<file path="src/hw/rtl/tpc_pkg.sv">
// Shared types and constants of the tilt posture classifier.
package tpc_pkg;

  // Configuration register indexes
  localparam logic CFG_OFF_MARKER = 1'b0;
  localparam logic CFG_PRES_THR   = 1'b1;

  localparam int unsigned CFG_IDX_W  = 1;
  localparam int unsigned CFG_DATA_W = 16;
  localparam int unsigned SAMPLE_W   = 16;

  // Register reset values
  localparam logic signed [SAMPLE_W-1:0] OFF_MARKER_RST = 16'sh8000;
  localparam logic [CFG_DATA_W-1:0]      PRES_THR_RST   = 16'd256;

  // Tangent constants, unsigned Q16: tan(0.5) and tan(pi - 2.5)
  localparam logic [15:0] TAN_FRONT = 16'd35802;
  localparam logic [15:0] TAN_BACK  = 16'd48957;

  // Posture codes on the output word
  typedef enum logic [2:0] {
    POSTURE_UPRIGHT = 3'd0,
    POSTURE_FRONT   = 3'd1,
    POSTURE_BACK    = 3'd2,
    POSTURE_LEFT    = 3'd3,
    POSTURE_RIGHT   = 3'd4
  } posture_e;

  // Result of one angle test
  typedef enum logic [1:0] {
    TILT_NONE  = 2'd0,
    TILT_SMALL = 2'd1,
    TILT_LARGE = 2'd2
  } tilt_e;

  // Pipeline advance strobes
  typedef struct packed {
    logic accept;
    logic en2;
    logic en3;
    logic en_out;
  } tpc_pipe_t;

endpackage

</file>
<file path="src/hw/rtl/tpc_ram.sv">
// Generic single-write, single-read RAM with registered read data.
module tpc_ram #(
  parameter int unsigned WIDTH  = 48,
  parameter int unsigned DEPTH  = 16,
  parameter int unsigned ADDR_W = (DEPTH > 1) ? $clog2(DEPTH) : 1
) (
  input  logic              clk_i,
  input  logic              we_i,
  input  logic [ADDR_W-1:0] waddr_i,
  input  logic [WIDTH-1:0]  wdata_i,
  input  logic [ADDR_W-1:0] raddr_i,
  output logic [WIDTH-1:0]  rdata_o
);

  logic [WIDTH-1:0] mem_q [DEPTH];
  logic [WIDTH-1:0] rdata_q;

  always_ff @(posedge clk_i) begin
    if (we_i) begin
      mem_q[waddr_i] <= wdata_i;
    end
    rdata_q <= mem_q[raddr_i];
  end

  assign rdata_o = rdata_q;

endmodule

</file>
<file path="src/hw/rtl/tpc_axis_lane.sv">
// One axis lane: running sum, distance from the off marker, magnitude and sign.
module tpc_axis_lane
  import tpc_pkg::*;
#(
  parameter int unsigned DEPTH = 16,
  parameter int unsigned SUM_W = 16 + $clog2(DEPTH),
  parameter int unsigned CNT_W = $clog2(DEPTH + 1),
  parameter int unsigned DIFF_W = SUM_W + 1
) (
  input  logic                       clk_i,
  input  logic                       rst_ni,
  input  tpc_pipe_t                  ctrl_i,
  input  logic                       full_i,
  input  logic signed [SAMPLE_W-1:0] sample_i,
  input  logic signed [SAMPLE_W-1:0] old_i,
  input  logic [CNT_W-1:0]           n_i,
  input  logic signed [SAMPLE_W-1:0] off_marker_i,
  output logic [DIFF_W-1:0]          dist_o,
  output logic [SUM_W-1:0]           mag_o,
  output logic                       pos_o,
  output logic                       neg_o
);

  localparam int unsigned NM_W = CNT_W + SAMPLE_W + 1;

  logic signed [SUM_W-1:0]  sum_q, sum_d;
  logic signed [SUM_W-1:0]  s1_q;
  logic signed [NM_W-1:0]   nm;
  logic signed [DIFF_W-1:0] diff;
  logic [DIFF_W-1:0]        dist_q, dist_d;
  logic [SUM_W-1:0]         mag_q, mag_d;
  logic                     pos_q, neg_q;

  // Running sum: drop the oldest sample once the window is full
  always_comb begin
    sum_d = sum_q + SUM_W'(sample_i);
    if (full_i) begin
      sum_d = sum_d - SUM_W'(old_i);
    end
  end

  always_ff @(posedge clk_i or negedge rst_ni) begin
    if (!rst_ni) begin
      sum_q <= '0;
    end else if (ctrl_i.accept) begin
      sum_q <= sum_d;
    end
  end

  // Stage 1: snapshot of the updated sum
  always_ff @(posedge clk_i) begin
    if (ctrl_i.accept) begin
      s1_q <= sum_d;
    end
  end

  // Stage 2: |S - n*off|, |S| and sign flags
  always_comb begin
    nm     = $signed({1'b0, n_i}) * off_marker_i;
    diff   = $signed({s1_q[SUM_W-1], s1_q}) - $signed(nm[DIFF_W-1:0]);
    dist_d = diff[DIFF_W-1] ? DIFF_W'(-diff) : DIFF_W'(diff);
    mag_d  = s1_q[SUM_W-1] ? SUM_W'(-s1_q) : SUM_W'(s1_q);
  end

  always_ff @(posedge clk_i) begin
    if (ctrl_i.en2) begin
      dist_q <= dist_d;
      mag_q  <= mag_d;
      neg_q  <= s1_q[SUM_W-1];
      pos_q  <= !s1_q[SUM_W-1] && (s1_q != '0);
    end
  end

  assign dist_o = dist_q;
  assign mag_o  = mag_q;
  assign pos_o  = pos_q;
  assign neg_o  = neg_q;

endmodule

</file>
<file path="src/hw/rtl/tpc_merge.sv">
// Merge stage: presence test across the lanes and the two angle tests.
module tpc_merge
  import tpc_pkg::*;
#(
  parameter int unsigned DEPTH = 16,
  parameter int unsigned SUM_W = 16 + $clog2(DEPTH),
  parameter int unsigned CNT_W = $clog2(DEPTH + 1),
  parameter int unsigned DIFF_W = SUM_W + 1
) (
  input  logic                  clk_i,
  input  logic                  rst_ni,
  input  tpc_pipe_t             ctrl_i,
  input  logic [CNT_W-1:0]      n_i,
  input  logic [CFG_DATA_W-1:0] threshold_i,
  input  logic [DIFF_W-1:0]     dist_x_i,
  input  logic [DIFF_W-1:0]     dist_y_i,
  input  logic [DIFF_W-1:0]     dist_z_i,
  input  logic [SUM_W-1:0]      mag_x_i,
  input  logic [SUM_W-1:0]      mag_y_i,
  input  logic [SUM_W-1:0]      mag_z_i,
  input  logic                  pos_x_i,
  input  logic                  neg_x_i,
  input  logic                  pos_y_i,
  input  logic                  neg_y_i,
  output posture_e              posture_o,
  output logic                  present_o
);

  localparam int unsigned PROD_W = SUM_W + 16;
  localparam int unsigned DIST_W = DIFF_W + 2;
  localparam int unsigned THR_W  = CFG_DATA_W + CNT_W;
  localparam int unsigned CMP_W  = (DIST_W > THR_W) ? DIST_W : THR_W;

  logic [PROD_W-1:0] px_q, py_q;
  logic [SUM_W-1:0]  magz_q;
  logic              posx_q, negx_q, posy_q, negy_q;
  logic [DIST_W-1:0] dist_q;
  logic [THR_W-1:0]  thr_n_q;
  logic [15:0]       tan_x, tan_y;
  logic [PROD_W-1:0] az;
  tilt_e             cls_x, cls_y;
  posture_e          posture_q, posture_d;
  logic              present_q, present_d;

  // Angle test on one pair of sums, as multiply-compare
  function automatic tilt_e tilt_class(logic pos, logic neg, logic [PROD_W-1:0] p,
                                       logic [PROD_W-1:0] a, logic z_zero);
    tilt_e r;
    r = TILT_NONE;
    if (!pos && !neg && z_zero) begin
      r = TILT_SMALL;
    end else if (pos && (a < p)) begin
      r = TILT_SMALL;
    end else if (neg && (a < p)) begin
      r = TILT_LARGE;
    end
    return r;
  endfunction

  // Stage 3: tangent products, distance total and scaled threshold
  assign tan_x = pos_x_i ? TAN_FRONT : TAN_BACK;
  assign tan_y = pos_y_i ? TAN_FRONT : TAN_BACK;

  always_ff @(posedge clk_i) begin
    if (ctrl_i.en3) begin
      px_q    <= tan_x * mag_x_i;
      py_q    <= tan_y * mag_y_i;
      magz_q  <= mag_z_i;
      posx_q  <= pos_x_i;
      negx_q  <= neg_x_i;
      posy_q  <= pos_y_i;
      negy_q  <= neg_y_i;
      dist_q  <= DIST_W'(dist_x_i) + DIST_W'(dist_y_i) + DIST_W'(dist_z_i);
      thr_n_q <= threshold_i * n_i;
    end
  end

  // Stage 4: compares and posture pick
  always_comb begin
    az        = {magz_q, 16'h0000};
    cls_x     = tilt_class(posx_q, negx_q, px_q, az, magz_q == '0);
    cls_y     = tilt_class(posy_q, negy_q, py_q, az, magz_q == '0);
    present_d = CMP_W'(dist_q) > CMP_W'(thr_n_q);
    posture_d = POSTURE_UPRIGHT;
    if (present_d) begin
      case (cls_x)
        TILT_SMALL: posture_d = POSTURE_FRONT;
        TILT_LARGE: posture_d = POSTURE_BACK;
        default: begin
          case (cls_y)
            TILT_SMALL: posture_d = POSTURE_LEFT;
            TILT_LARGE: posture_d = POSTURE_RIGHT;
            default:    posture_d = POSTURE_UPRIGHT;
          endcase
        end
      endcase
    end
  end

  always_ff @(posedge clk_i or negedge rst_ni) begin
    if (!rst_ni) begin
      posture_q <= POSTURE_UPRIGHT;
      present_q <= 1'b0;
    end else if (ctrl_i.en_out) begin
      posture_q <= posture_d;
      present_q <= present_d;
    end
  end

  assign posture_o = posture_q;
  assign present_o = present_q;

endmodule

</file>
<file path="src/hw/rtl/tilt_posture_classifier_unit.sv">
// Top level of the tilt posture classifier: stream ports, window RAM and pipeline control.

// Takes one three-axis sample word per cycle while the output does not stall and returns
// one result word per sample through the stage 1, 2, 3 and output registers. The block
// keeps a window of the last DEPTH samples in one RAM (all three axes side by side, one
// read and one write port) and a running sum per axis; three axis lanes work in parallel
// and a merge stage does the presence test and the front/back then left/right angle tests
// as multiply-compares on the sums. The pipeline sustains one word per cycle; a stall on
// the output only holds the stages that are full, so empty stages keep taking words. The
// RAM needs no clearing: a read entry is used only once the window is full. Registers must
// be written through the cfg port while no word is in flight; not enforced by the block.
module tilt_posture_classifier_unit
  import tpc_pkg::*;
#(
  parameter int unsigned DEPTH = 16
) (
  input  logic                  clk_i,
  input  logic                  rst_ni,
  // Input stream
  input  logic                  s_axis_tvalid,
  output logic                  s_axis_tready,
  input  logic [47:0]           s_axis_tdata,  // acc_x[15:0], acc_y[31:16], acc_z[47:32]
  // Output stream
  output logic                  m_axis_tvalid,
  input  logic                  m_axis_tready,
  output logic [7:0]            m_axis_tdata,  // posture[2:0], sensor_present[3], zero[7:4]
  // Configuration write port
  input  logic                  cfg_we_i,
  input  logic [CFG_IDX_W-1:0]  cfg_index_i,
  input  logic [CFG_DATA_W-1:0] cfg_wdata_i
);

  localparam int unsigned SUM_W  = 16 + $clog2(DEPTH);
  localparam int unsigned CNT_W  = $clog2(DEPTH + 1);
  localparam int unsigned DIFF_W = SUM_W + 1;
  localparam int unsigned SLOT_W = (DEPTH > 1) ? $clog2(DEPTH) : 1;
  localparam int unsigned HIST_W = 3 * SAMPLE_W;

  logic signed [SAMPLE_W-1:0] off_marker_q;
  logic [CFG_DATA_W-1:0]      threshold_q;

  logic [CNT_W-1:0]  fill_q, fill_d;
  logic [SLOT_W-1:0] slot_q, slot_d;
  logic              full;
  logic [CNT_W-1:0]  n1_q, n2_q;

  logic v1_q, v2_q, v3_q, vout_q;
  logic ena1;
  tpc_pipe_t ctrl;

  logic [HIST_W-1:0] ram_rdata, old_word;
  logic [HIST_W-1:0] fwd_data_q;
  logic              fwd_q;

  logic [DIFF_W-1:0] dist_x, dist_y, dist_z;
  logic [SUM_W-1:0]  mag_x, mag_y, mag_z;
  logic              pos_x, neg_x, pos_y, neg_y, pos_z, neg_z;
  posture_e          posture;
  logic              present;

  // Configuration registers
  always_ff @(posedge clk_i or negedge rst_ni) begin
    if (!rst_ni) begin
      off_marker_q <= OFF_MARKER_RST;
      threshold_q  <= PRES_THR_RST;
    end else if (cfg_we_i) begin
      unique case (cfg_index_i)
        CFG_OFF_MARKER: off_marker_q <= $signed(cfg_wdata_i);
        CFG_PRES_THR:   threshold_q  <= cfg_wdata_i;
        default: ;
      endcase
    end
  end

  // Pipeline advance: a stage moves when it is empty or its successor moves
  assign ctrl.en_out = !vout_q || m_axis_tready;
  assign ctrl.en3    = !v3_q || ctrl.en_out;
  assign ctrl.en2    = !v2_q || ctrl.en3;
  assign ena1        = !v1_q || ctrl.en2;
  assign ctrl.accept = s_axis_tvalid && ena1;
  assign s_axis_tready = ena1;

  always_ff @(posedge clk_i or negedge rst_ni) begin
    if (!rst_ni) begin
      v1_q   <= 1'b0;
      v2_q   <= 1'b0;
      v3_q   <= 1'b0;
      vout_q <= 1'b0;
    end else begin
      if (ena1)        v1_q   <= ctrl.accept;
      if (ctrl.en2)    v2_q   <= v1_q;
      if (ctrl.en3)    v3_q   <= v2_q;
      if (ctrl.en_out) vout_q <= v3_q;
    end
  end

  // Window bookkeeping: fill count and ring slot
  assign full = (fill_q == CNT_W'(DEPTH));

  always_comb begin
    fill_d = fill_q;
    slot_d = slot_q;
    if (ctrl.accept) begin
      if (!full) begin
        fill_d = fill_q + 1'b1;
      end
      slot_d = (slot_q == SLOT_W'(DEPTH - 1)) ? '0 : slot_q + 1'b1;
    end
  end

  always_ff @(posedge clk_i or negedge rst_ni) begin
    if (!rst_ni) begin
      fill_q <= '0;
      slot_q <= '0;
    end else begin
      fill_q <= fill_d;
      slot_q <= slot_d;
    end
  end

  // Count after the current sample, carried along the pipeline
  always_ff @(posedge clk_i) begin
    if (ctrl.accept) n1_q <= fill_d;
    if (ctrl.en2)    n2_q <= n1_q;
  end

  // Window RAM, read one slot ahead so the oldest sample is ready on accept
  tpc_ram #(
    .WIDTH (HIST_W),
    .DEPTH (DEPTH)
  ) u_hist_ram (
    .clk_i   (clk_i),
    .we_i    (ctrl.accept),
    .waddr_i (slot_q),
    .wdata_i (s_axis_tdata),
    .raddr_i (slot_d),
    .rdata_o (ram_rdata)
  );

  // Forward a word written to the slot being read in the same cycle
  always_ff @(posedge clk_i or negedge rst_ni) begin
    if (!rst_ni) begin
      fwd_q <= 1'b0;
    end else begin
      fwd_q <= ctrl.accept && (slot_d == slot_q);
    end
  end

  always_ff @(posedge clk_i) begin
    if (ctrl.accept) begin
      fwd_data_q <= s_axis_tdata;
    end
  end

  assign old_word = fwd_q ? fwd_data_q : ram_rdata;

  // Axis lanes
  tpc_axis_lane #(.DEPTH(DEPTH), .SUM_W(SUM_W), .CNT_W(CNT_W), .DIFF_W(DIFF_W)) u_lane_x (
    .clk_i        (clk_i),
    .rst_ni       (rst_ni),
    .ctrl_i       (ctrl),
    .full_i       (full),
    .sample_i     ($signed(s_axis_tdata[15:0])),
    .old_i        ($signed(old_word[15:0])),
    .n_i          (n1_q),
    .off_marker_i (off_marker_q),
    .dist_o       (dist_x),
    .mag_o        (mag_x),
    .pos_o        (pos_x),
    .neg_o        (neg_x)
  );

  tpc_axis_lane #(.DEPTH(DEPTH), .SUM_W(SUM_W), .CNT_W(CNT_W), .DIFF_W(DIFF_W)) u_lane_y (
    .clk_i        (clk_i),
    .rst_ni       (rst_ni),
    .ctrl_i       (ctrl),
    .full_i       (full),
    .sample_i     ($signed(s_axis_tdata[31:16])),
    .old_i        ($signed(old_word[31:16])),
    .n_i          (n1_q),
    .off_marker_i (off_marker_q),
    .dist_o       (dist_y),
    .mag_o        (mag_y),
    .pos_o        (pos_y),
    .neg_o        (neg_y)
  );

  tpc_axis_lane #(.DEPTH(DEPTH), .SUM_W(SUM_W), .CNT_W(CNT_W), .DIFF_W(DIFF_W)) u_lane_z (
    .clk_i        (clk_i),
    .rst_ni       (rst_ni),
    .ctrl_i       (ctrl),
    .full_i       (full),
    .sample_i     ($signed(s_axis_tdata[47:32])),
    .old_i        ($signed(old_word[47:32])),
    .n_i          (n1_q),
    .off_marker_i (off_marker_q),
    .dist_o       (dist_z),
    .mag_o        (mag_z),
    .pos_o        (pos_z),
    .neg_o        (neg_z)
  );

  // Merge of the lane results
  tpc_merge #(.DEPTH(DEPTH), .SUM_W(SUM_W), .CNT_W(CNT_W), .DIFF_W(DIFF_W)) u_merge (
    .clk_i       (clk_i),
    .rst_ni      (rst_ni),
    .ctrl_i      (ctrl),
    .n_i         (n2_q),
    .threshold_i (threshold_q),
    .dist_x_i    (dist_x),
    .dist_y_i    (dist_y),
    .dist_z_i    (dist_z),
    .mag_x_i     (mag_x),
    .mag_y_i     (mag_y),
    .mag_z_i     (mag_z),
    .pos_x_i     (pos_x),
    .neg_x_i     (neg_x),
    .pos_y_i     (pos_y),
    .neg_y_i     (neg_y),
    .posture_o   (posture),
    .present_o   (present)
  );

  // z sign is folded into its magnitude; only the zero test is used
  logic z_sign_unused;
  assign z_sign_unused = pos_z ^ neg_z;

  // Output word
  assign m_axis_tvalid = vout_q;
  assign m_axis_tdata  = {3'b000, z_sign_unused & 1'b0, present, posture};

endmodule

</file>
<file path="config.mk">
export PLATFORM = sky130hd
export DESIGN_NAME = tilt_posture_classifier_unit
export DESIGN_NICKNAME = d
export VERILOG_FILES = /design/src/hw/rtl/tpc_pkg.sv /design/src/hw/rtl/tpc_ram.sv /design/src/hw/rtl/tpc_axis_lane.sv /design/src/hw/rtl/tpc_merge.sv /design/src/hw/rtl/tilt_posture_classifier_unit.sv
export SDC_FILE = /design/constraint.sdc
export NUM_CORES = 2
export LEC_CHECK = 0
export BUFFER_PORTS_ARGS = -buffer_cell sky130_fd_sc_hd__buf_2
export CAP_MARGIN = 20
export CORE_AREA = 2 2 508 510
export DETAILED_ROUTE_END_ITERATION = 10
export DIE_AREA = 0 0 510 512
export MAX_ROUTING_LAYER = met4
export PLACE_DENSITY = 0.6
export REMOVE_ABC_BUFFERS = 1
export SLEW_MARGIN = 20
export SYNTH_ARGS = -nofsm -noshare
export SYNTH_HDL_FRONTEND = slang
export SYNTH_HIERARCHICAL = 1
export SYNTH_SLANG_ARGS = --single-unit
</file>
<file path="constraint.sdc">
create_clock -name clk_i -period 10 [get_ports clk_i]
set_clock_uncertainty 0.15 [all_clocks]
set_input_delay 0.5 -clock clk_i [delete_from_list [all_inputs] [get_ports clk_i]]
set_output_delay 0.5 -clock clk_i [all_outputs]
set_load 0.05 [all_outputs]
</file>
==> reports/qor.yml <==
status: "finished, final reports clean"
final_common_cell: "inv_1"
first_global_vias: 57500
firstDrtPassIters: 6
crit_top_cell: "fa_1"
vias_per_cell: 5.06
crit_arrival_ns: 7.96
setup_viol: 0
ctsHtreeMaxLevel: 4
hold-path-cell-count: 4
cp_cell_sequence: "buf_4 > nor2_1 > xnor2_1 > ha_1 > a21oi_1 > fa_1 > inv_1 > fa_1 > fa_1 > fa_1 > inv_1 > fa_1 > inv_1 > ha_1 > nand3_1 > nor4_2 > a32o_1 > a21oi_1 > a31oi_1 > a41oi_1 > o21ai_1 > a31oi_1 > xnor2_1"
numCtsBuffers: 141
wl_per_cell_microns: 20.2
routed_wl_microns: 221000
timing.final.crit_share_pct: 75.9
die-area_sq_um: 261000
finalWorstPathRequiredPeriod_ns: 7.59
hold_class: "in -> reg"
drc: 0
pin_count: 80
grt_overflow: 0
rsz0062_at_grt: "false"
required_ns: 10.37
yosysWarnings: 6
fin_tns_setup_ns: 0
vias: 55200
antenna_found_initial: 24
cts_sinks: 1311
grt_max_degree: 174
ant_nets: 0
maxCapViolations: 0
post_synth.cell_area_avg_sq_um: 12.4
worstMarginPinSlew_ns: 1.18
syn_area_sq_um: 89200
start_util_pct: 34.9
grt.total_usage_pct: 17.5
crit_path_top_delay_cell: "nor2_1"
hpwl_microns: 155000
drive_gt1_share_pct: 10.7
cp_max_fo: 24
area_delta_synth_final_pct: 11.3
nFillCells: 24000
crit_path_start_kind: "register"
cts_tree: "done"
path_class: "reg -> reg"
die_y_microns: 512
nets: 8780
clock_latency_ns: 0.82
rows: 186
cts.path.max_buffers: 3
cp_slowest_stage_delay_ns: 0.74
fmax_ghz: 0.132
end_kind: "register"
layout_common_cells: "inv_1 (1,242), edfxtp_1 (1,153), fa_1 (677)"
core_area_sq_um: 256000
gp_congestion: 0.923
clk_pin_slew_ns: 0.06
hold_viol: 0
die_w_microns: 510
syn-instance-count: 7218
io_buffers: 75
root_buffer: "clkbuf_16"
slew_headroom_pct: 21.1
grt_pass1_wl_microns: 343000
slew_viol_final: 0
drt_iter0_markers: 4305
rr_worst_depth: 23
per-layer routing:
layer	vias up	part of all wire, %	track usage, %
met3	301	4.3	2.15
met1	28200	45	23.2
met4	0	2.8	4.85
met5	-	0	-
li1	25400	-	-
met2	1285	48	28.2
sequential cells by signal, summed over array words and instances (netlist names), 21 cells and up:
signal	count
u_hist_ram/mem_q	768
fwd_data_q	48
u_hist_ram/rdata_o	48
u_merge/px_q	36
u_merge/py_q	36
u_merge/dist_q	23
u_lane_x/dist_o	21
u_lane_y/dist_o	21
u_lane_z/dist_o	21
u_merge/thr_n_q	21
worst max-delay path: cells and delay by family, from the launching register on:
kind | cells | cell delay, ns
adder cells (fa/ha/maj) | 7 | 2.89
XOR/XNOR | 2 | 0.33
flip-flops | 1 | 0.68
buffers and inverters | 4 | 0.53
AO/OA/AOI/OAI | 7 | 1.51
AND/OR/NAND/NOR | 3 | 1.25
metrics by stage:
step                      cells  hold WS (ns)  cell area [sq um]  utilization (%)  worst slack (ns)
final                     10900         0.180              99200             38.8              2.41
after global routing      10900         0.153              99200             38.8              1.92
after CTS                 10900         0.116              99100             38.8              2.47
after detailed placement  10600         0.258              93600             36.6              2.48
after global placement    10600         0.257              93600             36.6              2.51
after floorplan            7038        0.0544              88300                -             0.160
final timing paths:
path	from	endpoint	slack, ns
min in group asynchronous	rst_ni	threshold_q[3]	0.19
min reg2reg	u_lane_z/mag_o[10]	u_merge/magz_q[10]	0.24
min	cfg_index_i	off_marker_q[8]	0.18
max	u_lane_y/pos_o	u_merge/py_q[34]	2.41
max reg2reg	u_lane_y/pos_o	u_merge/py_q[34]	2.41
max in group asynchronous	rst_ni	fwd_q	8.22
cell type report:
| class | count | area (sq um) | share of cell area (%) |
|---|---|---|---|
| sequential | 1311 | 38300 | 38.6 |
| timing repair buffer | 202 | 1570 | 1.58 |
| clock inverter | 79 | 1000 | 1.01 |
| tap | 3384 | 4230 | 4.27 |
| inverter | 1248 | 4690 | 4.73 |
| antenna | 19 | 47.5 | 0.0479 |
| multi-input combinational | 4479 | 45500 | 45.9 |
| clock buffer | 183 | 3830 | 3.86 |
repair_timing:
item,CTS,global route
gates resized for setup,0,0
hold buffers,66,0
endpoints found under the hold margin,913,0
endpoints found under the setup margin,0,0
buffers inserted,0,0
Power is not shown: default switching activity piles up to over one toggle a cycle in this logic, so the estimate is an artifact.
